### src/hw/rtl/indexed_max_priority_task_queue_unit_macros.svh
// assertion macros for the indexed max priority task queue
// used by the top level only, no other dependencies
`ifndef INDEXED_MAX_PRIORITY_TASK_QUEUE_UNIT_MACROS_SVH
`define INDEXED_MAX_PRIORITY_TASK_QUEUE_UNIT_MACROS_SVH

// condition must hold at every clock edge outside reset
`define IMQT_ASSERT_ALWAYS(label, clk, rst_n, cond) \
    label: assert property (@(posedge clk) disable iff (!rst_n) (cond)) \
        else $error("imqt assertion failed");

// antecedent implies consequent in the same cycle
`define IMQT_ASSERT_IMPLY(label, clk, rst_n, ante, cons) \
    label: assert property (@(posedge clk) disable iff (!rst_n) (ante) |-> (cons)) \
        else $error("imqt assertion failed");

`endif

### src/hw/rtl/imqt_pkg.sv
// shared types, codes and key compare for the task queue
// no dependencies
package imqt_pkg;

    localparam int QUEUE_DEPTH_DEF = 64;
    localparam int ID_W            = 16;
    localparam int USER_W          = 16;
    localparam int PRIO_W          = 32;

    typedef enum logic [1:0] {
        OP_ADD    = 2'd0,
        OP_EDIT   = 2'd1,
        OP_REMOVE = 2'd2,
        OP_TAKE   = 2'd3
    } op_t;

    typedef enum logic [1:0] {
        ST_OK        = 2'd0,
        ST_EMPTY     = 2'd1,
        ST_FULL      = 2'd2,
        ST_NOT_FOUND = 2'd3
    } status_t;

    typedef enum logic [2:0] {
        S_IDLE,
        S_EXEC,
        S_WAVE,
        S_RESOLVE,
        S_DONE
    } state_t;

    // one held task
    typedef struct packed {
        logic              valid;
        logic [ID_W-1:0]   task_id;
        logic [USER_W-1:0] user;
        logic [PRIO_W-1:0] prio;
    } entry_t;

    // command broadcast from the controller to every cell
    typedef struct packed {
        logic              pop;
        logic              ins;
        logic [ID_W-1:0]   id;
        logic [USER_W-1:0] user;
        logic [PRIO_W-1:0] prio;
    } cmd_t;

    // search token walking down the chain
    typedef struct packed {
        logic              tok;
        logic              found;
        logic [USER_W-1:0] user;
    } wave_t;

    // ordering key: priority first, larger task id wins ties
    function automatic logic key_gt(
        input logic [PRIO_W-1:0] prio_a,
        input logic [ID_W-1:0]   id_a,
        input logic [PRIO_W-1:0] prio_b,
        input logic [ID_W-1:0]   id_b
    );
        return {prio_a, id_a} > {prio_b, id_b};
    endfunction

endpackage

### src/hw/rtl/imqt_cell.sv
// one cell of the sorted task chain
// depends on imqt_pkg
module imqt_cell (
    input  logic            clk,
    input  logic            rst_n,
    input  imqt_pkg::cmd_t  cmd,
    input  imqt_pkg::entry_t left_entry,
    input  logic            left_gt,
    input  imqt_pkg::entry_t right_entry,
    input  imqt_pkg::wave_t wave_in,
    output imqt_pkg::entry_t entry,
    output logic            gt,
    output imqt_pkg::wave_t wave_out
);
    import imqt_pkg::*;

    logic              valid_reg, valid_next;
    logic [ID_W-1:0]   task_reg, task_next;
    logic [USER_W-1:0] user_reg, user_next;
    logic [PRIO_W-1:0] prio_reg, prio_next;
    logic              tok_reg;
    logic              found_reg;
    logic [USER_W-1:0] carry_user_reg;
    logic              match;
    logic              shift_left;

    always_comb
    begin
        match      = valid_reg && (task_reg == cmd.id);
        gt         = !valid_reg || key_gt(cmd.prio, cmd.id, prio_reg, task_reg);
        shift_left = cmd.pop || (tok_reg && (found_reg || match));

        valid_next = valid_reg;
        task_next  = task_reg;
        user_next  = user_reg;
        prio_next  = prio_reg;
        if (shift_left)
        begin
            // close the gap from the right neighbor
            valid_next = right_entry.valid;
            task_next  = right_entry.task_id;
            user_next  = right_entry.user;
            prio_next  = right_entry.prio;
        end
        else if (cmd.ins && gt)
        begin
            if (left_gt)
            begin
                valid_next = left_entry.valid;
                task_next  = left_entry.task_id;
                user_next  = left_entry.user;
                prio_next  = left_entry.prio;
            end
            else
            begin
                valid_next = 1'b1;
                task_next  = cmd.id;
                user_next  = cmd.user;
                prio_next  = cmd.prio;
            end
        end

        entry.valid    = valid_reg;
        entry.task_id  = task_reg;
        entry.user     = user_reg;
        entry.prio     = prio_reg;

        wave_out.tok   = tok_reg;
        wave_out.found = found_reg || match;
        wave_out.user  = match ? user_reg : carry_user_reg;
    end

    always_ff @(posedge clk or negedge rst_n)
    begin
        if (!rst_n)
        begin
            valid_reg <= 1'b0;
            tok_reg   <= 1'b0;
            found_reg <= 1'b0;
        end
        else
        begin
            valid_reg <= valid_next;
            tok_reg   <= wave_in.tok;
            found_reg <= wave_in.found;
        end
    end

    always_ff @(posedge clk)
    begin
        task_reg       <= task_next;
        user_reg       <= user_next;
        prio_reg       <= prio_next;
        carry_user_reg <= wave_in.user;
    end

endmodule

### config.mk
export PLATFORM = sky130hd
export DESIGN_NAME = imqt_cell
export DESIGN_NICKNAME = d
export VERILOG_FILES = /design/src/hw/rtl/indexed_max_priority_task_queue_unit_macros.svh /design/src/hw/rtl/imqt_pkg.sv /design/src/hw/rtl/imqt_cell.sv
export SDC_FILE = /design/constraint.sdc
export NUM_CORES = 1
export LEC_CHECK = 0
export BUFFER_PORTS_ARGS = -buffer_cell sky130_fd_sc_hd__buf_4
export CORE_AREA = 2 2 118 120
export DETAILED_ROUTE_END_ITERATION = 8
export DIE_AREA = 0 0 120 122
export PLACE_DENSITY = 0.82
export SLEW_MARGIN = 20
export SYNTH_ARGS = -nofsm -noshare
export SYNTH_HDL_FRONTEND = slang
export SYNTH_SLANG_ARGS = --single-unit
### constraint.sdc
create_clock -name clk -period 9.35 [get_ports clk]
set_input_delay 0.935 -clock clk [delete_from_list [all_inputs] [get_ports clk]]
set_output_delay 0.935 -clock clk [all_outputs]
set_load 0.02 [all_outputs]
==> out/metrics.csv, run 1 <==
metric,value,unit
status,"complete, no violations",
ys_seq_area_frac,0.441,
crit_arrival,3.09,ns
cp_max_fo,16,
syn_avg_cell_area,10.3,sq um
dp.cells,970,
synth-edff-count,64,
wl_met3,1.36,mm
syn_nets,775,
cts_hold_buf,0,
p_int,804,uW
clock_path_buffers,2,
clk_latency,0.34,ns
io_buffers,300,
finalMaxSlewViolations,0,
p_comb_frac,0.306,
yosysUniqueCellTypes,47,
rsz0062_at_grt,false,
relSlewSlack,0.429,
crit_path_top_delay_cell,nand2_1,
synth.cell_area,0.00525,sq mm
critPathCaptureType,output port,
finalSetupTns,0,ns
row_count,43,
synthArstFlopShare,0.0361,
grt_pass1_wl,24.1,mm
vias,4881,
grt_max_degree,75,
grt_overflow,0,
critPathMaxStageDelay,0.54,ns
clockRootBuffer,clkbuf_16,
cp.required,8.42,ns
instances_no_fill,986,
final_core_util,0.587,
antenna_found_initial,0,
fin_ws,5.32,ns
core_area,0.0135,sq mm
fin_worst_skew,0.0116,ns
critPathLaunchType,primary input,
crit_type,primary input to output port,
peakVddDrop,0.000109,V
tightest_slew,0.857,ns
ys_seq_elements,83,
layout-drive-gt1-share,0.433,
crit_chain,"buf_4, ha_1, nand4_1, nor3_2, nand2_1, mux2_2, buf_4",
ys_warn_count,0,
area_delta_synth_final,51.1,%
htree_levels,3,
met2_length,8.22,mm
detail_route.iter0.violations,223,
yosysTopAreaCell,edfxtp_1,
pwr-share-clk,0.291,
wl_met1,5.91,mm
drt_drc_violations_left,0,
grt_pass1_vias,4849,
cts_resized,0,
cpMostUsedCell,buf_4,
power.switching_fraction,0.311,
grt.total_usage,0.209,
post-route-period-util,0.431,
hold_viol_final,0,
avgViaCountPerCell,4.95,
p_seq_frac,0.403,
cts_sinks,83,
finalSetupViolations,0,
die_w,120,microns
ant_nets,0,
switching_power,363,uW
wl_per_cell,16.1,microns
synth_area_leaders,"edfxtp_1 (37%), mux2i_1 (12%), ha_1 (11%), a21oi_1 (7.8%), dfxtp_1 (6.1%)",
hold_ws,0.380,ns
synthTopCellsByCount,"a21oi_1 (82), nor2_1 (66), mux2i_1 (65), edfxtp_1 (64), inv_1 (54)",
start_util,0.389,
ios,301,
p_per_area,147,mW/mm^2
totalWireLength,15.8,mm
first_pass_iters,4,
nFillCells,1219,
hpwl,12.7,mm
finalWeightedCongestion,0.846,
clkSlewWorstSetupHoldPaths,0.06,ns
ys.flop_type,edfxtp_1,
cts_tree,yes,
synth_top_area_share,0.366,
die_area,0.0146,sq mm
die_y,122,microns
yosysMostFrequentCell,a21oi_1,
postCtsSetupBuffers,0,
max_freq,248,MHz
hp-class,primary input to async pin,
dp_slack,5.05,ns
nNetsFinal,1066,
p_leak,3.94,nW
highest_layer,met4,
cts-buffers-inserted,9,
diodes,0,
largest_register_ffs,32,
synthCells,510,
period_minus_slack,4.03,ns
drv_cap,0,
[logic make-up (layout without fill, tap and decap cells)]
kind of cell,after synthesis,count (layout),synth area share
DFF,83,83,0.441
and+or+nand+nor,110,110,0.102
buffers and inverters,78,374,0.0629
adders and majority gates,48,48,0.114
AOI/OAI and AO/OA,110,110,0.121
muxes,81,81,0.158
[worst max-delay path: cells and delay by family]
kind                     cells  cell delay [ns]
adder cells (fa/ha/maj)      1             0.30
AND/OR/NAND/NOR              3             1.08
buffers and inverters        2             0.27
multiplexers                 1             0.48
[final cells by class]
class,count,area [sq um],share of cell area
clock inverters,7,57.6,0.00726
multi-input cells,349,2620,0.330
flip-flops and latches,83,2320,0.292
repair buffers,304,2280,0.288
clock buffers,9,225,0.0284
inverters,54,203,0.0256
well taps,180,225,0.0284
[metal layers]
| metal | vias to the layer above | GRT usage |
|---|---|---|
| met2 | 198 | 0.392 |
| met4 | 0 | 0.0728 |
| li1 | 2433 | - |
| met5 | - | 0 |
| met1 | 2223 | 0.223 |
| met3 | 27 | 0.0604 |
[path summary, 6_finish.rpt]
path | from | to | cells past startpoint | slack (ns)
worst max-delay path | cmd[55] | wave_out[10] | 7 | 5.32
worst min-delay path | rst_n | valid_reg | 1 | 0.38
worst max register to register | prio_reg[27] | prio_reg[24] | 9 | 5.84
worst min register to register | tok_reg | valid_reg | 3 | 0.83
max in group asynchronous | rst_n | found_reg | 1 | 8.88
min in group clk | wave_in[3] | carry_user_reg[3] | 1 | 0.70
[power by group through the flow]
stage | Sequential (mW) | Clock (mW) | Combinational [mW]
final | 0.470 | 0.340 | 0.357
after global routing | 0.475 | 0.362 | 0.389
after CTS | 0.471 | 0.349 | 0.360
after detailed placement | 0.479 | 0 | 0.359
after global placement | 0.477 | 0 | 0.353
after floorplan | 0.518 | 0 | 0.145
[cell usage in the layout (no fill, tap or decap), types with 10 or more instances in the layout]
cell,synthesis,layout
buf_4,7,304
a21oi_1,82,82
nor2_1,66,66
mux2i_1,65,65
edfxtp_1,64,64
inv_1,54,54
ha_1,48,48
mux2_2,16,16
dfxtp_1,16,16
nand4_1,10,10
nand2_1,10,10
[stage by stage]
stage	total power [mW]	area (sq um)
3_5_place_dp	0.838	7650
6_report	1.17	7930
4_1_cts	1.18	7930
3_3_place_gp	0.830	7650
2_1_floorplan	0.663	5250
5_1_grt	1.23	7930
Note: power is estimated with default switching activity, not from simulation.
==> run 2, diff against run 1 <==
==> constraint.sdc (replaced) <==
create_clock -name clk -period 4.03 [get_ports clk]
set_input_delay 0.403 -clock clk [delete_from_list [all_inputs] [get_ports clk]]
set_output_delay 0.403 -clock clk [all_outputs]
set_load 0.02 [all_outputs]
==> run 2 against run 1 <==
Sequential cell count unchanged. Power up 140%. Via count increased by 0.74%. Non-clock buffer count up 3. Sequential power up 130%. Clock power rose to 2.5 times the previous value. Cell area is 0.60% higher. Largest cell class unchanged. Routed wire length down 0.11%. Critical path depth unchanged. Sequential share of layout area down 0.17 points. Worst hold slack got worse by 0.22 ns.
==> out/metrics.csv, run 2 (same netlist as run 1, synthesis figures left out) <==
metric,value,unit
clockRootBuffer,clkbuf_16,
holdCritStartpoint,wave_in[3],
relSlewSlack,0.478,
grt.total_usage,0.211,
cts_sinks,83,
period_minus_slack,3.13,ns
hp-class,primary input to flop,
crit_arrival,2.73,ns
clock_path_buffers,2,
hold_viol_final,0,
grt_overflow,0,
crit_type,flop to output port,
dp.cells,972,
wl_per_cell,16.0,microns
top_usage_layer,met2,
finalWeightedCongestion,0.826,
reg2reg_depth,9,
first_pass_iters,5,
totalWireLength,15.8,mm
critPathCaptureType,output port,
placed_area,0.00766,sq mm
largest_register_ffs,32,
instances_no_fill,989,
final_common_cell,buf_4,
finalSetupViolations,0,
hpwl,12.6,mm
rr_endpoint,task_reg[5],
finalSetupTns,0,ns
startpoint,task_reg[9],
post-route-period-util,0.777,
htree_levels,3,
drt_drc_violations_left,0,
diodes,0,
ios,301,
start_util,0.389,
grt_pass1_vias,4888,
tightest_slew,0.781,ns
cp_max_fo,16,
grt_pass1_wl,24.2,mm
final_cell_mix,"buf_4 (306), a21oi_1 (82), nor2_1 (66)",
cp.required,3.63,ns
grtUsageMet3,0.0571,
die_area,0.0146,sq mm
io_buffers,300,
holdPathStages,1,
critPathLaunchType,flop,
clk_latency,0.34,ns
rsz0062_at_grt,false,
cts_resized,0,
peakVddDrop,0.000211,V
clkSlewWorstSetupHoldPaths,0.07,ns
antenna_found_initial,0,
use_met2,0.385,
cts-buffers-inserted,9,
finalMaxSlewViolations,0,
max_freq,319,MHz
vias,4917,
postCtsSetupBuffers,0,
cts_hold_buf,1,
avgViaCountPerCell,4.97,
status,"complete, no violations",
r2r_start,prio_reg[27],
worstHoldEndpoint,carry_user_reg[3],
p_per_area,348,mW/mm^2
row_count,43,
core_area,0.0135,sq mm
p_leak,3.97,nW
grt_max_degree,55,
grt.met1_usage,0.240,
die_y,122,microns
regToRegSetupSlack,1.02,ns
detail_route.iter0.violations,178,
fin_area,0.00798,sq mm
layout-drive-gt1-share,0.434,
cts_tree,yes,
die_w,120,microns
fin_worst_skew,0.0100,ns
ant_nets,0,
drv_cap,0,
nNetsFinal,1069,
area_delta_synth_final,52.0,%
run 2: cell count changes in the layout (fill, tap and decap cells not counted):
cell / before / now
buf_4: 304 / 306
bufinv_16: 0 / 1
clkinvlp_4: 1 / 0
dlygate4sd3_1: 0 / 1
inv_4: 1 / 2
inv_6: 4 / 2
inv_8: 0 / 1
run 2: per-layer routing:
metal  vias to the layer above  part of all wire
met3                        18             0.079
met1                      2258              0.39
met5                         -                 0
met4                         0             0.015
li1                       2431                 -
met2                       210              0.52
run 2: worst max-delay path: stages, from the launching register on:
cell and delay, ns:
edfxtp_1 0.37, inv_1 0.06, ha_1 0.30, nand4_1 0.18
nor3_2 0.32, nand2_1 0.53, mux2_2 0.47, buf_4 0.16
run 2: power by group:
group          switching [mW]  internal [mW]  leakage, nW
logic                   0.428          0.402         3.01
clock network           0.365          0.491        0.153
registers              0.0512           1.04        0.808
total                   0.844           1.93         3.97
run 2: through the flow:
stage | power (mW) | worst slack (ns) | hold WS, ns | utilization
after floorplan | 1.54 | 0.0439 | 0.107 | -
after global placement | 1.92 | 0.958 | 0.195 | 0.567
after detailed placement | 1.94 | 0.794 | 0.196 | 0.567
after CTS | 2.81 | 0.823 | 0.145 | 0.591
after global routing | 2.92 | 0.580 | 0.143 | 0.591
final | 2.78 | 0.899 | 0.164 | 0.591
run 2: area by class of cell:
cell class              instances  area (sq um)
repair buffers                307          2310
clock buffers                   9           225
well taps                     180           225
clock inverters                 7          80.1
fillers                      1220          5530
inverters                      54           203
flip-flops and latches         83          2320
multi-input cells             349          2620
run 2: worst max path at each step:
stage	endpoint	cells after the start	slack [ns]
final	wave_out[3]	7	0.90
after global routing	gt	9	0.58
after CTS	gt	9	0.82
after detailed placement	prio_reg[8]	9	0.79
after global placement	prio_reg[15]	9	0.96
after floorplan	prio_reg[0]	8	0.04
==> run 3, diff against run 2 <==
==> constraint.sdc (replaced) <==
create_clock -name clk -period 3.18 [get_ports clk]
set_input_delay 0.318 -clock clk [delete_from_list [all_inputs] [get_ports clk]]
set_output_delay 0.318 -clock clk [all_outputs]
set_load 0.02 [all_outputs]
==> run 3 against run 2 <==
Clock-buffer cell count increased by 2. Critical path type unchanged. Routed wire length increased by 0.64%. Critical path depth increased by 2. Clock skew about the same. Critical endpoint is now gt. Non-clock buffer count increased by 3. Largest power group unchanged. Register-to-register slack got worse by 0.56 ns.
==> out/metrics.csv, run 3 (same netlist as run 1, synthesis figures left out) <==
metric,value,unit
status,"complete, no violations",
fin_worst_skew,0.00983,ns
avgViaCountPerCell,4.99,
grt_pass1_wl,24.5,mm
reg2reg_depth,9,
finalWeightedCongestion,0.817,
post-route-period-util,0.912,
relSlewSlack,0.660,
htree_levels,3,
cts_sinks,83,
fin_ws,0.279,ns
cp_max_fo,4,
r2r_start,task_reg[9],
diodes,0,
detail_route.iter0.violations,285,
regArea,0.00232,sq mm
critPathLaunchType,flop,
finalMaxSlewViolations,0,
peakVddDrop,0.000226,V
p_total,3.56,mW
multiInputGateArea,0.00268,sq mm
drt_drc_violations_left,0,
p_leak,3.99,nW
vias,4955,
hp-class,primary input to flop,
nNetsFinal,1072,
startpoint,task_reg[9],
ant_nets,0,
cts-buffers-inserted,9,
start_util,0.389,
wl_per_cell,16.1,microns
drv_cap,0,
clockRootBuffer,clkbuf_16,
ios,301,
dp_slack,0.238,ns
period_minus_slack,2.90,ns
row_count,43,
totalWireLength,15.9,mm
hold_viol_final,0,
finalSetupTns,0,ns
critPathCaptureType,output port,
postCtsSetupBuffers,0,
p_per_area,440,mW/mm^2
final_cell_mix,"buf_4 (307), a21oi_1 (82), nor2_1 (66)",
clk_latency,0.34,ns
die_area,0.0146,sq mm
cp.required,2.86,ns
tightest_slew,0.510,ns
final_common_cell,buf_4,
holdPathStages,1,
io_buffers,300,
crit_type,flop to output port,
rsz0062_at_grt,false,
first_pass_iters,4,
clock_path_buffers,2,
placed_area,0.00776,sq mm
core_area,0.0135,sq mm
grt.total_usage,0.215,
die_w,120,microns
clkSlewWorstSetupHoldPaths,0.07,ns
fin_area,0.00810,sq mm
area_delta_synth_final,54.3,%
finalSetupViolations,0,
nFillCells,1157,
crit_arrival,2.58,ns
hpwl,12.9,mm
grt_max_degree,54,
largest_register_ffs,32,
max_freq,345,MHz
layout-drive-gt1-share,0.448,
cts_tree,yes,
die_y,122,microns
grt_overflow,0,
antenna_found_initial,0,
holdCritStartpoint,wave_in[15],
grt_pass1_vias,4980,
[run 3: cell types whose count changed in the layout (fill, tap and decap cells not counted), sizes merged]
cell,before,now
clkinv,1,2
buf,306,309
bufinv,1,0
inv,59,57
clkbuf,9,11
[run 3: timing repair]
item,in CTS,in global routing
gates resized for setup,0,2
endpoints found under the setup margin,0,17
hold endpoints to repair,3,0
hold buffers,1,0
[run 3: routing by layer]
layer	GRT usage	share of wire
met3	0.0613	0.082
met4	0.0846	0.026
met2	0.397	0.52
met1	0.233	0.38
met5	0	0
[run 3: final cells by class]
| class | count | area share |
|---|---|---|
| Timing Repair Buffer | 310 | 0.291 |
| Clock inverter | 5 | 0.00572 |
| Tap cell | 180 | 0.0278 |
| Inverter | 54 | 0.0250 |
| Clock buffer | 11 | 0.0340 |
| Sequential cell | 83 | 0.286 |
| Multi-Input combinational cell | 349 | 0.331 |
[run 3: worst max-delay path: stages, from the launching register on]
cell	delay, ns
edfxtp_1	0.37
inv_1	0.06
ha_1	0.31
nand4_1	0.19
nor3_2	0.35
a21bo_2	0.28
a31oi_1	0.26
nor3_2	0.13
nor2b_1	0.15
buf_4	0.16
[run 3: worst paths after layout]
kind / endpoint / slack [ns]
max: gt / 0.28
min: carry_user_reg[15] / 0.07
max reg2reg: prio_reg[19] / 0.46
min reg2reg: valid_reg / 0.80
max in group asynchronous: found_reg / 2.78
min in group asynchronous: tok_reg / 0.31
[run 3: metrics by stage]
stage,hold slack [ns],std cells,utilization
finish,0.0747,992,0.600
global route,0.0507,992,0.600
CTS,0.0576,992,0.599
detailed placement,0.110,975,0.575
global placement,0.108,975,0.575
floorplan,0.0224,510,-
[run 3: report_power, final]
part / switching (mW) / internal [mW]
Clock: 0.462 / 0.639
Combinational: 0.553 / 0.528
Sequential: 0.0631 / 1.32
Total: 1.08 / 2.48
