--- src/hw/rtl/indexed_max_priority_task_queue_unit_macros.svh ---
// assertion macros for the indexed max priority task queue
// used by the top level only, no other dependencies
`ifndef INDEXED_MAX_PRIORITY_TASK_QUEUE_UNIT_MACROS_SVH
`define INDEXED_MAX_PRIORITY_TASK_QUEUE_UNIT_MACROS_SVH

// condition must hold at every clock edge outside reset
`define IMQT_ASSERT_ALWAYS(label, clk, rst_n, cond) \
    label: assert property (@(posedge clk) disable iff (!rst_n) (cond)) \
        else $error("imqt assertion failed");

// antecedent implies consequent in the same cycle
`define IMQT_ASSERT_IMPLY(label, clk, rst_n, ante, cons) \
    label: assert property (@(posedge clk) disable iff (!rst_n) (ante) |-> (cons)) \
        else $error("imqt assertion failed");

`endif

--- src/hw/rtl/imqt_pkg.sv ---
// shared types, codes and key compare for the task queue
// no dependencies
package imqt_pkg;

    localparam int QUEUE_DEPTH_DEF = 64;
    localparam int ID_W            = 16;
    localparam int USER_W          = 16;
    localparam int PRIO_W          = 32;

    typedef enum logic [1:0] {
        OP_ADD    = 2'd0,
        OP_EDIT   = 2'd1,
        OP_REMOVE = 2'd2,
        OP_TAKE   = 2'd3
    } op_t;

    typedef enum logic [1:0] {
        ST_OK        = 2'd0,
        ST_EMPTY     = 2'd1,
        ST_FULL      = 2'd2,
        ST_NOT_FOUND = 2'd3
    } status_t;

    typedef enum logic [2:0] {
        S_IDLE,
        S_EXEC,
        S_WAVE,
        S_RESOLVE,
        S_DONE
    } state_t;

    // one held task
    typedef struct packed {
        logic              valid;
        logic [ID_W-1:0]   task_id;
        logic [USER_W-1:0] user;
        logic [PRIO_W-1:0] prio;
    } entry_t;

    // command broadcast from the controller to every cell
    typedef struct packed {
        logic              pop;
        logic              ins;
        logic [ID_W-1:0]   id;
        logic [USER_W-1:0] user;
        logic [PRIO_W-1:0] prio;
    } cmd_t;

    // search token walking down the chain
    typedef struct packed {
        logic              tok;
        logic              found;
        logic [USER_W-1:0] user;
    } wave_t;

    // ordering key: priority first, larger task id wins ties
    function automatic logic key_gt(
        input logic [PRIO_W-1:0] prio_a,
        input logic [ID_W-1:0]   id_a,
        input logic [PRIO_W-1:0] prio_b,
        input logic [ID_W-1:0]   id_b
    );
        return {prio_a, id_a} > {prio_b, id_b};
    endfunction

endpackage

--- src/hw/rtl/imqt_ctrl.sv ---
// command sequencer and result register for the task queue
// depends on imqt_pkg
module imqt_ctrl #(
    parameter int QUEUE_DEPTH = imqt_pkg::QUEUE_DEPTH_DEF
) (
    input  logic                         clk,
    input  logic                         rst_n,
    input  logic                         in_valid,
    output logic                         in_ready,
    input  logic [1:0]                   op,
    input  logic [imqt_pkg::ID_W-1:0]    task_id,
    input  logic [imqt_pkg::USER_W-1:0]  owner_id,
    input  logic [imqt_pkg::PRIO_W-1:0]  prio,
    output logic                         out_valid,
    input  logic                         out_ready,
    output logic [imqt_pkg::USER_W-1:0]  user_out,
    output logic [1:0]                   status,
    input  imqt_pkg::entry_t             head,
    input  imqt_pkg::wave_t              wave_end,
    output imqt_pkg::cmd_t               cmd,
    output imqt_pkg::wave_t              wave_start
);
    import imqt_pkg::*;

    localparam int CNT_W = $clog2(QUEUE_DEPTH + 1);

    state_t            state_reg, state_next;
    op_t               op_reg, op_next;
    logic [ID_W-1:0]   id_reg, id_next;
    logic [USER_W-1:0] owner_reg, owner_next;
    logic [PRIO_W-1:0] prio_reg, prio_next;
    logic [CNT_W-1:0]  count_reg, count_next;
    logic              found_reg, found_next;
    logic [USER_W-1:0] carry_user_reg, carry_user_next;
    logic [USER_W-1:0] res_user_reg, res_user_next;
    status_t           res_status_reg, res_status_next;
    logic              out_valid_reg, out_valid_next;
    logic [USER_W-1:0] out_user_reg, out_user_next;
    status_t           out_status_reg, out_status_next;

    always_comb
    begin
        state_next      = state_reg;
        op_next         = op_reg;
        id_next         = id_reg;
        owner_next      = owner_reg;
        prio_next       = prio_reg;
        count_next      = count_reg;
        found_next      = found_reg;
        carry_user_next = carry_user_reg;
        res_user_next   = res_user_reg;
        res_status_next = res_status_reg;
        out_user_next   = out_user_reg;
        out_status_next = out_status_reg;
        out_valid_next  = out_valid_reg && !out_ready;

        in_ready        = 1'b0;
        cmd.pop         = 1'b0;
        cmd.ins         = 1'b0;
        cmd.id          = id_reg;
        cmd.user        = owner_reg;
        cmd.prio        = prio_reg;
        wave_start      = '0;

        unique case (state_reg)
            S_IDLE:
            begin
                in_ready = 1'b1;
                if (in_valid)
                begin
                    op_next    = op_t'(op);
                    id_next    = task_id;
                    owner_next = owner_id;
                    prio_next  = prio;
                    state_next = S_EXEC;
                end
            end
            S_EXEC:
            begin
                res_user_next   = '0;
                res_status_next = ST_OK;
                if (op_reg == OP_TAKE)
                begin
                    if (count_reg == '0)
                    begin
                        res_status_next = ST_EMPTY;
                    end
                    else
                    begin
                        res_user_next = head.user;
                        cmd.pop       = 1'b1;
                        count_next    = count_reg - CNT_W'(1);
                    end
                    state_next = S_DONE;
                end
                else
                begin
                    wave_start.tok = 1'b1;
                    state_next     = S_WAVE;
                end
            end
            S_WAVE:
            begin
                if (wave_end.tok)
                begin
                    found_next      = wave_end.found;
                    carry_user_next = wave_end.user;
                    state_next      = S_RESOLVE;
                end
            end
            S_RESOLVE:
            begin
                // the search pass has already pulled out a matching task
                case (op_reg)
                    OP_ADD:
                    begin
                        if (found_reg)
                        begin
                            cmd.ins = 1'b1;
                        end
                        else if (count_reg == CNT_W'(QUEUE_DEPTH))
                        begin
                            res_status_next = ST_FULL;
                        end
                        else
                        begin
                            cmd.ins    = 1'b1;
                            count_next = count_reg + CNT_W'(1);
                        end
                    end
                    OP_EDIT:
                    begin
                        if (found_reg)
                        begin
                            cmd.ins  = 1'b1;
                            cmd.user = carry_user_reg;
                        end
                        else
                        begin
                            res_status_next = ST_NOT_FOUND;
                        end
                    end
                    OP_REMOVE:
                    begin
                        if (found_reg)
                        begin
                            count_next = count_reg - CNT_W'(1);
                        end
                        else
                        begin
                            res_status_next = ST_NOT_FOUND;
                        end
                    end
                    default:
                    begin
                        res_status_next = ST_OK;
                    end
                endcase
                state_next = S_DONE;
            end
            S_DONE:
            begin
                if (!out_valid_reg || out_ready)
                begin
                    out_valid_next  = 1'b1;
                    out_user_next   = res_user_reg;
                    out_status_next = res_status_reg;
                    state_next      = S_IDLE;
                end
            end
            default:
            begin
                state_next = S_IDLE;
            end
        endcase

        out_valid = out_valid_reg;
        user_out  = out_user_reg;
        status    = out_status_reg;
    end

    always_ff @(posedge clk or negedge rst_n)
    begin
        if (!rst_n)
        begin
            state_reg     <= S_IDLE;
            count_reg     <= '0;
            out_valid_reg <= 1'b0;
        end
        else
        begin
            state_reg     <= state_next;
            count_reg     <= count_next;
            out_valid_reg <= out_valid_next;
        end
    end

    always_ff @(posedge clk)
    begin
        op_reg         <= op_next;
        id_reg         <= id_next;
        owner_reg      <= owner_next;
        prio_reg       <= prio_next;
        found_reg      <= found_next;
        carry_user_reg <= carry_user_next;
        res_user_reg   <= res_user_next;
        res_status_reg <= res_status_next;
        out_user_reg   <= out_user_next;
        out_status_reg <= out_status_next;
    end

endmodule

--- config.mk ---
export PLATFORM = sky130hd
export DESIGN_NAME = imqt_ctrl
export DESIGN_NICKNAME = d
export VERILOG_FILES = /design/src/hw/rtl/indexed_max_priority_task_queue_unit_macros.svh /design/src/hw/rtl/imqt_pkg.sv /design/src/hw/rtl/imqt_ctrl.sv
export SDC_FILE = /design/constraint.sdc
export NUM_CORES = 1
export LEC_CHECK = 0
export BUFFER_PORTS_ARGS = -buffer_cell sky130_fd_sc_hd__buf_4
export CAP_MARGIN = 10
export CORE_AREA = 2 2 111 113
export CTS_BUF_LIST = sky130_fd_sc_hd__clkbuf_2 sky130_fd_sc_hd__clkbuf_4 sky130_fd_sc_hd__clkbuf_8
export CTS_CLUSTER_SIZE = 16
export DETAILED_ROUTE_END_ITERATION = 10
export DIE_AREA = 0 0 113 115
export GPL_ROUTABILITY_DRIVEN = 0
export PLACE_DENSITY = 0.77
export SLEW_MARGIN = 15
export SYNTH_ARGS = -nofsm -noshare
export SYNTH_HDL_FRONTEND = slang
export SYNTH_SLANG_ARGS = --single-unit
--- constraint.sdc ---
create_clock -name clk -period 5.8 [get_ports clk]
set_input_delay 1.16 -clock clk [delete_from_list [all_inputs] [get_ports clk]]
set_output_delay 1.16 -clock clk [all_outputs]
set_load 0.02 [all_outputs]
==> impl_metrics.ini, run 1 <==
[clock_tree]
clockBufferDepth = 2
clkLatencyLatePin_ns = 0.44
htree_levels = 4
cts_buffers = 17
cts_resized = 0
root_buffer = clkbuf_8
cts_tree = done
cts_setup_buffers = 0
cts_hold_repair.buffers = 0
cts.sinks = 130
clk_transition_reported_paths_ns = 0.07

[routing]
drcViolationCount = 14
wl_per_cell_um = 16.3
drt_first_pass_iters = 7
vias = 2912
ant_nets = 0
vias_per_cell = 4.59
drt_wl_total_um = 10300
drt_iter0_markers = 155

[floorplan]
chipWidth_um = 113
fp.dieH_um = 115
coreArea_um2 = 11800
row_count = 40
num_io_pins = 257
dieArea_um2 = 13000
initial_core_util_pct = 41.2

[synthesis]
synth_enable_flop_cells = 119
yosysSeqAreaShare_pct = 79.0
synth_area_um2 = 4870
synth_seq_cells = 130
synthCells = 271
synthDistinctLibCells = 36
synth_warnings = 0
synth_top_flop_cell = edfxtp_1
avgSynthCellArea_um2 = 18.0
async_reset_ff_share_pct = 8.46

[cells_and_area]
diodes = 0
final_cell_mix = buf_4, edfxtp_1, and2_1
area_delta_synth_final_pct = 40.1
drive_above_1_share_pct = 50.2
final_common_cell = buf_4
multi_input_area_um2 = 910
seq_area_um2 = 3850
nets = 636
fillers = 928
largest_register_ffs = 32

[status]
status = complete, but fails checks
failed_checks = DRC

[power]
peakVddDrop_mv = 0.201
pwr_density_cell_nw_per_um2 = 437
p_leak_nw = 2.78

[global_route]
grt_usage_pct = 15.8
grt_overflow = 0
grt_max_degree = 67
grt_pass1_wl_um = 15000
antenna_found_initial = 0
grt_pass1_vias = 2915

[setup_path]
slowest_stage = nor2_2
endpoint_kind = primary output
cp.required_ns = 4.64
crit_path_start_kind = flip-flop
cp-startpoint = state_reg[0]
crit_arrival_ns = 2.61
cp_max_fo = 16
crit_chain = nand3b_1 -> nor2_2 -> mux2_2 -> buf_4
max_stage_delay_ns = 0.72
path_class = flip-flop to primary output
worstReg2RegStart = count_reg[0]

[timing]
final-setup-viol-count = 0
slew_headroom_pct = 39.2
slew_violations = 0
setup_tns_ns = 0
worstMarginPinSlew_ns = 0.910
period_share_pct = 65.0
finClkSkew_ns = 0.0103
hold_ws_ns = 0.414
worst_slack_ns = 2.03
rsz0062_at_grt = false
final.min_clock_period_ns = 3.77
max_freq_mhz = 265
finalHoldViolations = 0

[hold_path]
hold_start = res_user_reg[0]
hp-class = flip-flop to flip-flop

[place]
pre_cts_ws_ns = 2.42
portBuffers = 190
place_hpwl_um = 7470

[run]
maxCapViolCount = 0
[cell usage after synthesis (2+ instances only)]
library cell	instances	area (µm²)
and2_1	18	113
xor2_1	5	43.8
inv_1	7	26.3
clkbuf_1	2	7.51
dfrtp_1	11	275
ha_1	8	100
nor2_1	9	33.8
nor3_1	6	30.0
a21oi_1	5	25.0
edfxtp_1	119	3570
buf_4	18	135
o21ai_0	6	30.0
buf_2	4	20.0
xnor2_1	2	17.5
nand3_1	4	20.0
nand2b_1	3	18.8
mux2_2	16	180
mux2i_1	2	20.0
nand3b_1	2	15.0
nand2_1	8	30.0
[cell type report]
cell class                      count  area share (%)
Tap cell                          147            2.69
Multi-Input combinational cell    126            13.3
Timing Repair Buffer              193            21.2
Clock buffer                       19            3.65
Inverter                            7           0.385
Sequential cell                   130            56.4
Clock inverter                     13            2.33
[power by group]
part           total, mW  switching (mW)  leakage [nW]  internal, mW
logic              0.771           0.457          1.34         0.315
clock network      0.785           0.351         0.196         0.433
registers           1.43           0.117          1.24          1.31
total               2.98           0.925          2.78          2.06
[metal layers]
metal,part of all wire [%],up-vias,global-route usage [%]
li1,-,1376,-
met1,34,1387,16.4
met2,54,122,27.6
met3,8.1,27,6.59
met4,3.2,0,8.29
met5,0,-,0
[metrics by stage]
step / power, mW / cell area (µm²) / std cells / utilization, %
after CTS: 3.02 / 6830 / 635 / 57.8
after detailed placement: 2.23 / 6420 / 603 / 54.3
final: 2.98 / 6830 / 635 / 57.8
after global routing: 3.13 / 6830 / 635 / 57.8
after global placement: 2.20 / 6420 / 603 / 54.3
after floorplan: 1.90 / 4940 / 287 / -
[path summary, 6_finish.rpt]
path,endpoint,slack [ns],cells after the start
max,cmd[41],2.03,4
min,user_out[0],0.41,0
max reg2reg,res_user_reg[2],3.75,6
min reg2reg,user_out[0],0.41,0
max in group asynchronous,out_valid,5.10,1
min in group asynchronous,state_reg[0],0.55,1
[critical path, delay by kind of cell, from the launching register on]
kind / cells / cell delay, ns
buffers and inverters: 1 / 0.16
flip-flops: 1 / 0.60
multiplexers: 1 / 0.42
AND/OR/NAND/NOR: 2 / 0.98
[kinds of logic (layout without fill, tap and decap cells)]
kind of cell | count (synthesis) | in the layout | share of synthesized area (%)
DFF | 130 | 130 | 79.0
and+or+nand+nor | 59 | 59 | 7.01
buffers and inverters | 31 | 232 | 3.88
muxes | 18 | 18 | 4.11
AOI/OAI and AO/OA | 17 | 17 | 2.59
adders and majority gates | 8 | 8 | 2.06
xor gates and xnor gates | 7 | 7 | 1.26
other | 1 | 17 | 0.0770
(Power assumes the default switching activity.)
==> run 2: changes to the inputs <==
CORE_AREA = 2 2 106 108   (was 2 2 111 113)
DIE_AREA = 0 0 108 110   (was 0 0 113 115)
PLACE_DENSITY = 0.81   (was 0.77)
clock period = 3.8 ns   (was 5.8 ns; I/O delays follow)
==> impl_metrics.ini, run 2 (synthesis results as in run 1) <==
[timing]
rsz0062_at_grt = false
final.min_clock_period_ns = 3.19
finClkSkew_ns = 0.00749
finalHoldViolations = 0
period_share_pct = 84.0
setup_tns_ns = 0
final-setup-viol-count = 0
worstMarginPinSlew_ns = 0.911
slew_headroom_pct = 39.1
slew_violations = 0
max_freq_mhz = 313

[floorplan]
chipWidth_um = 108
dieArea_um2 = 11900
num_io_pins = 257
fp.dieH_um = 110
row_count = 38
initial_core_util_pct = 45.5
coreArea_um2 = 10700

[setup_path]
cp.required_ns = 3.04
crit_arrival_ns = 2.43
crit_path_start_kind = flip-flop
crit_chain = inv_1 -> ha_1 -> nand2_1 -> nor2_1 -> nor2b_1 -> and2_1 -> buf_4
cp_top_family = simple AND/OR/NAND/NOR gates
path_class = flip-flop to primary output
max_stage_delay_ns = 0.66
endpoint_kind = primary output
slowest_stage = nor2b_1
cp_max_fo = 17
cp_num_buf_inv = 2

[clock_tree]
root_buffer = clkbuf_8
cts_resized = 0
cts_hold_repair.buffers = 0
cts.sinks = 130
clk_transition_reported_paths_ns = 0.07
cts_tree = done
cts_setup_buffers = 0
clockBufferDepth = 2
clkLatencyLatePin_ns = 0.41
cts_buffers = 17
htree_levels = 4

[cells_and_area]
drive_above_1_share_pct = 50.6
final_common_cell = buf_4
final_cell_mix = buf_4, edfxtp_1, and2_1
largest_register_ffs = 32
finish.instance_area_um2 = 6800
area_delta_synth_final_pct = 39.6
nets = 637
fillers = 838
finalNonFillerCells = 628
final_core_util_pct = 63.6
diodes = 0

[power]
peakVddDrop_mv = 0.272
pwr_density_cell_nw_per_um2 = 659
p_leak_nw = 2.79

[routing]
drt_iter0_markers = 200
vias = 2908
wl_per_cell_um = 16.4
vias_per_cell = 4.63
ant_nets = 0
drt_first_pass_iters = 4
drt_wl_total_um = 10300
drcViolationCount = 0

[place]
placed_cells = 597
portBuffers = 190
place_hpwl_um = 7600
place_area_um2 = 6430

[hold_path]
hp-class = input pin to async pin

[run]
maxCapViolCount = 0

[global_route]
grt_max_degree = 51
grt_pass1_wl_um = 14800
grt_usage_pct = 17.2
grt_overflow = 0
grt_pass1_vias = 2926
antenna_found_initial = 0

[status]
status = finished clean
==> run 2: worst paths after layout <==
kind | startpoint | endpoint | slack (ns) | cells after the start
worst max-delay path | count_reg[0] | cmd[65] | 0.61 | 7
worst min-delay path | rst_n | count_reg[4] | 0.17 | 1
worst max register to register | state_reg[1] | id_reg[4] | 1.57 | 3
worst min register to register | res_status_reg[0] | status[0] | 0.42 | 0
max in group asynchronous | rst_n | state_reg[0] | 3.47 | 1
min in group clk | res_status_reg[0] | status[0] | 0.42 | 0
==> run 2: through the flow <==
step / hold WS [ns] / total power [mW] / setup WS [ns]
after floorplan: 0.400 / 2.89 / 0.946
after global placement: 0.401 / 3.36 / 1.11
after detailed placement: 0.405 / 3.42 / 1.06
after CTS: 0.149 / 4.52 / 0.569
after global routing: 0.146 / 4.70 / 0.403
final: 0.171 / 4.48 / 0.608
==> run 2: cell type report <==
class | instances | area [µm²] | share of cell area (%)
Clock inverter | 11 | 114 | 1.67
Multi-Input combinational cell | 126 | 910 | 13.4
Sequential cell | 130 | 3850 | 56.6
Tap cell | 140 | 175 | 2.58
Timing Repair Buffer | 194 | 1470 | 21.6
Inverter | 7 | 26.3 | 0.386
Clock buffer | 20 | 256 | 3.77
==> run 2: layer usage <==
metal | global-route usage [%] | up-vias | part of all wire (%)
met5 | 0 | - | 0
met4 | 7.51 | 0 | 2.2
met3 | 5.00 | 17 | 5.1
met2 | 29.6 | 102 | 56
met1 | 20.3 | 1410 | 37
li1 | - | 1379 | -
==> run 2: worst reg2reg max path: stages, from the launching register on <==
cell and delay (ns):
dfrtp_1 0.54, nand2b_1 0.28, nor3_4 0.71, buf_12 0.35
==> run 2: report_power, final <==
part           internal (mW)  switching [mW]
Combinational          0.492           0.710
Clock                  0.595           0.504
Sequential              1.99           0.184
Total                   3.08            1.40
==> run 3: changes to the inputs <==
clock period = 3.2 ns   (was 3.8 ns; I/O delays follow)
==> impl_metrics.ini, run 3 (synthesis results as in run 1) <==
[cells_and_area]
largest_register_ffs = 32
final_common_cell = buf_4
diodes = 0
final_cell_mix = buf_4, edfxtp_1, and2_1
fillers = 804
area_delta_synth_final_pct = 39.5
drive_above_1_share_pct = 50.9
nets = 638
finalNonFillerCells = 629

[power]
peakVddDrop_mv = 0.419
pwr_density_cell_nw_per_um2 = 782
p_leak_nw = 2.79

[place]
placed_cells = 598
place_hpwl_um = 7520
portBuffers = 190

[routing]
drt_wl_total_um = 10400
drt_first_pass_iters = 6
vias_per_cell = 4.62
wl_per_cell_um = 16.5
drcViolationCount = 0
ant_nets = 0
vias = 2907
drt_iter0_markers = 203

[clock_tree]
clk_transition_reported_paths_ns = 0.07
cts_resized = 0
cts_setup_buffers = 0
root_buffer = clkbuf_8
cts_hold_repair.buffers = 0
clkLatencyLatePin_ns = 0.41
cts_buffers = 17
cts.sinks = 130
htree_levels = 4
clockBufferDepth = 2
cts_tree = done

[timing]
finalHoldViolations = 0
rsz0062_at_grt = false
slew_violations = 0
worstMarginPinSlew_ns = 0.758
period_share_pct = 90.6
max_freq_mhz = 345
final-setup-viol-count = 0
finClkSkew_ns = 0.00872
setup_tns_ns = 0
slew_headroom_pct = 49.5
final.min_clock_period_ns = 2.90

[floorplan]
fp.dieH_um = 110
chipWidth_um = 108
dieArea_um2 = 11900
coreArea_um2 = 10700
num_io_pins = 257
row_count = 38
initial_core_util_pct = 45.5

[setup_path]
cp.required_ns = 2.56
crit_path_start_kind = flip-flop
cp_max_fo = 16
path_class = flip-flop to primary output
endpoint_kind = primary output
crit_arrival_ns = 2.26

[global_route]
grt_max_degree = 51
grt_pass1_wl_um = 14800
antenna_found_initial = 0
grt_usage_pct = 17.1
grt_overflow = 0
grt_pass1_vias = 2966

[run]
maxCapViolCount = 0

[status]
status = finished clean

[hold_path]
hp-class = input pin to async pin
==> run 3: changes by cell type in the layout (fill, tap and decap cells not counted), sizes merged <==
cell	before	now
buf	194	195
==> run 3: final timing paths <==
check	slack, ns	cells after the start	end	startpoint
min	0.05	1	count_reg[5]	rst_n
max in group asynchronous	2.98	1	state_reg[1]	rst_n
min reg2reg	0.42	0	user_out[3]	res_user_reg[3]
max	0.30	5	cmd[33]	state_reg[1]
min in group clk	0.40	1	prio_reg[17]	prio[17]
max reg2reg	1.23	7	count_reg[5]	op_reg[0]
==> run 3: per-stage QoR <==
step                util [%]  cell area [µm²]  setup slack (ns)  power [mW]  hold WS, ns
finish                  63.5             6800             0.300        5.32       0.0511
floorplan                  -             4940             0.385        3.43        0.344
detailed placement      60.0             6420             0.509        4.06        0.405
global placement        60.0             6420             0.638        3.98        0.401
CTS                     63.5             6790            0.0326        5.37       0.0283
global route            63.5             6800             0.152        5.57       0.0205
==> run 3: routing by layer <==
| metal | up-vias | share of wire, % | track usage, % | wire length (µm) |
|---|---|---|---|---|
| li1 | 1385 | - | - | - |
| met5 | - | 0 | 0 | 0 |
| met4 | 0 | 1.3 | 7.51 | 140 |
| met2 | 108 | 57 | 30.6 | 5890 |
| met3 | 10 | 5.9 | 5.29 | 613 |
| met1 | 1404 | 36 | 18.9 | 3740 |
==> run 3: critical path, cell delays in order, from the launching register on <==
cell,delay (ns)
dfrtp_1,0.63
nand3b_1,0.28
nor2_2,0.16
buf_4,0.25
mux2_2,0.37
buf_4,0.16
==> run 3: report_power, final <==
part	switching [mW]	internal [mW]
Sequential	0.219	2.37
Combinational	0.842	0.578
Clock	0.602	0.707
Total	1.66	3.66
==> run 3: layout make-up <==
cell class / instances / area (µm²) / area share [%]
multi-input combinational: 126 / 912 / 13.4
clock buffer: 20 / 256 / 3.77
sequential: 130 / 3850 / 56.6
clock inverter: 11 / 114 / 1.68
inverter: 7 / 26.3 / 0.387
timing repair buffer: 195 / 1460 / 21.5
tap: 140 / 175 / 2.58
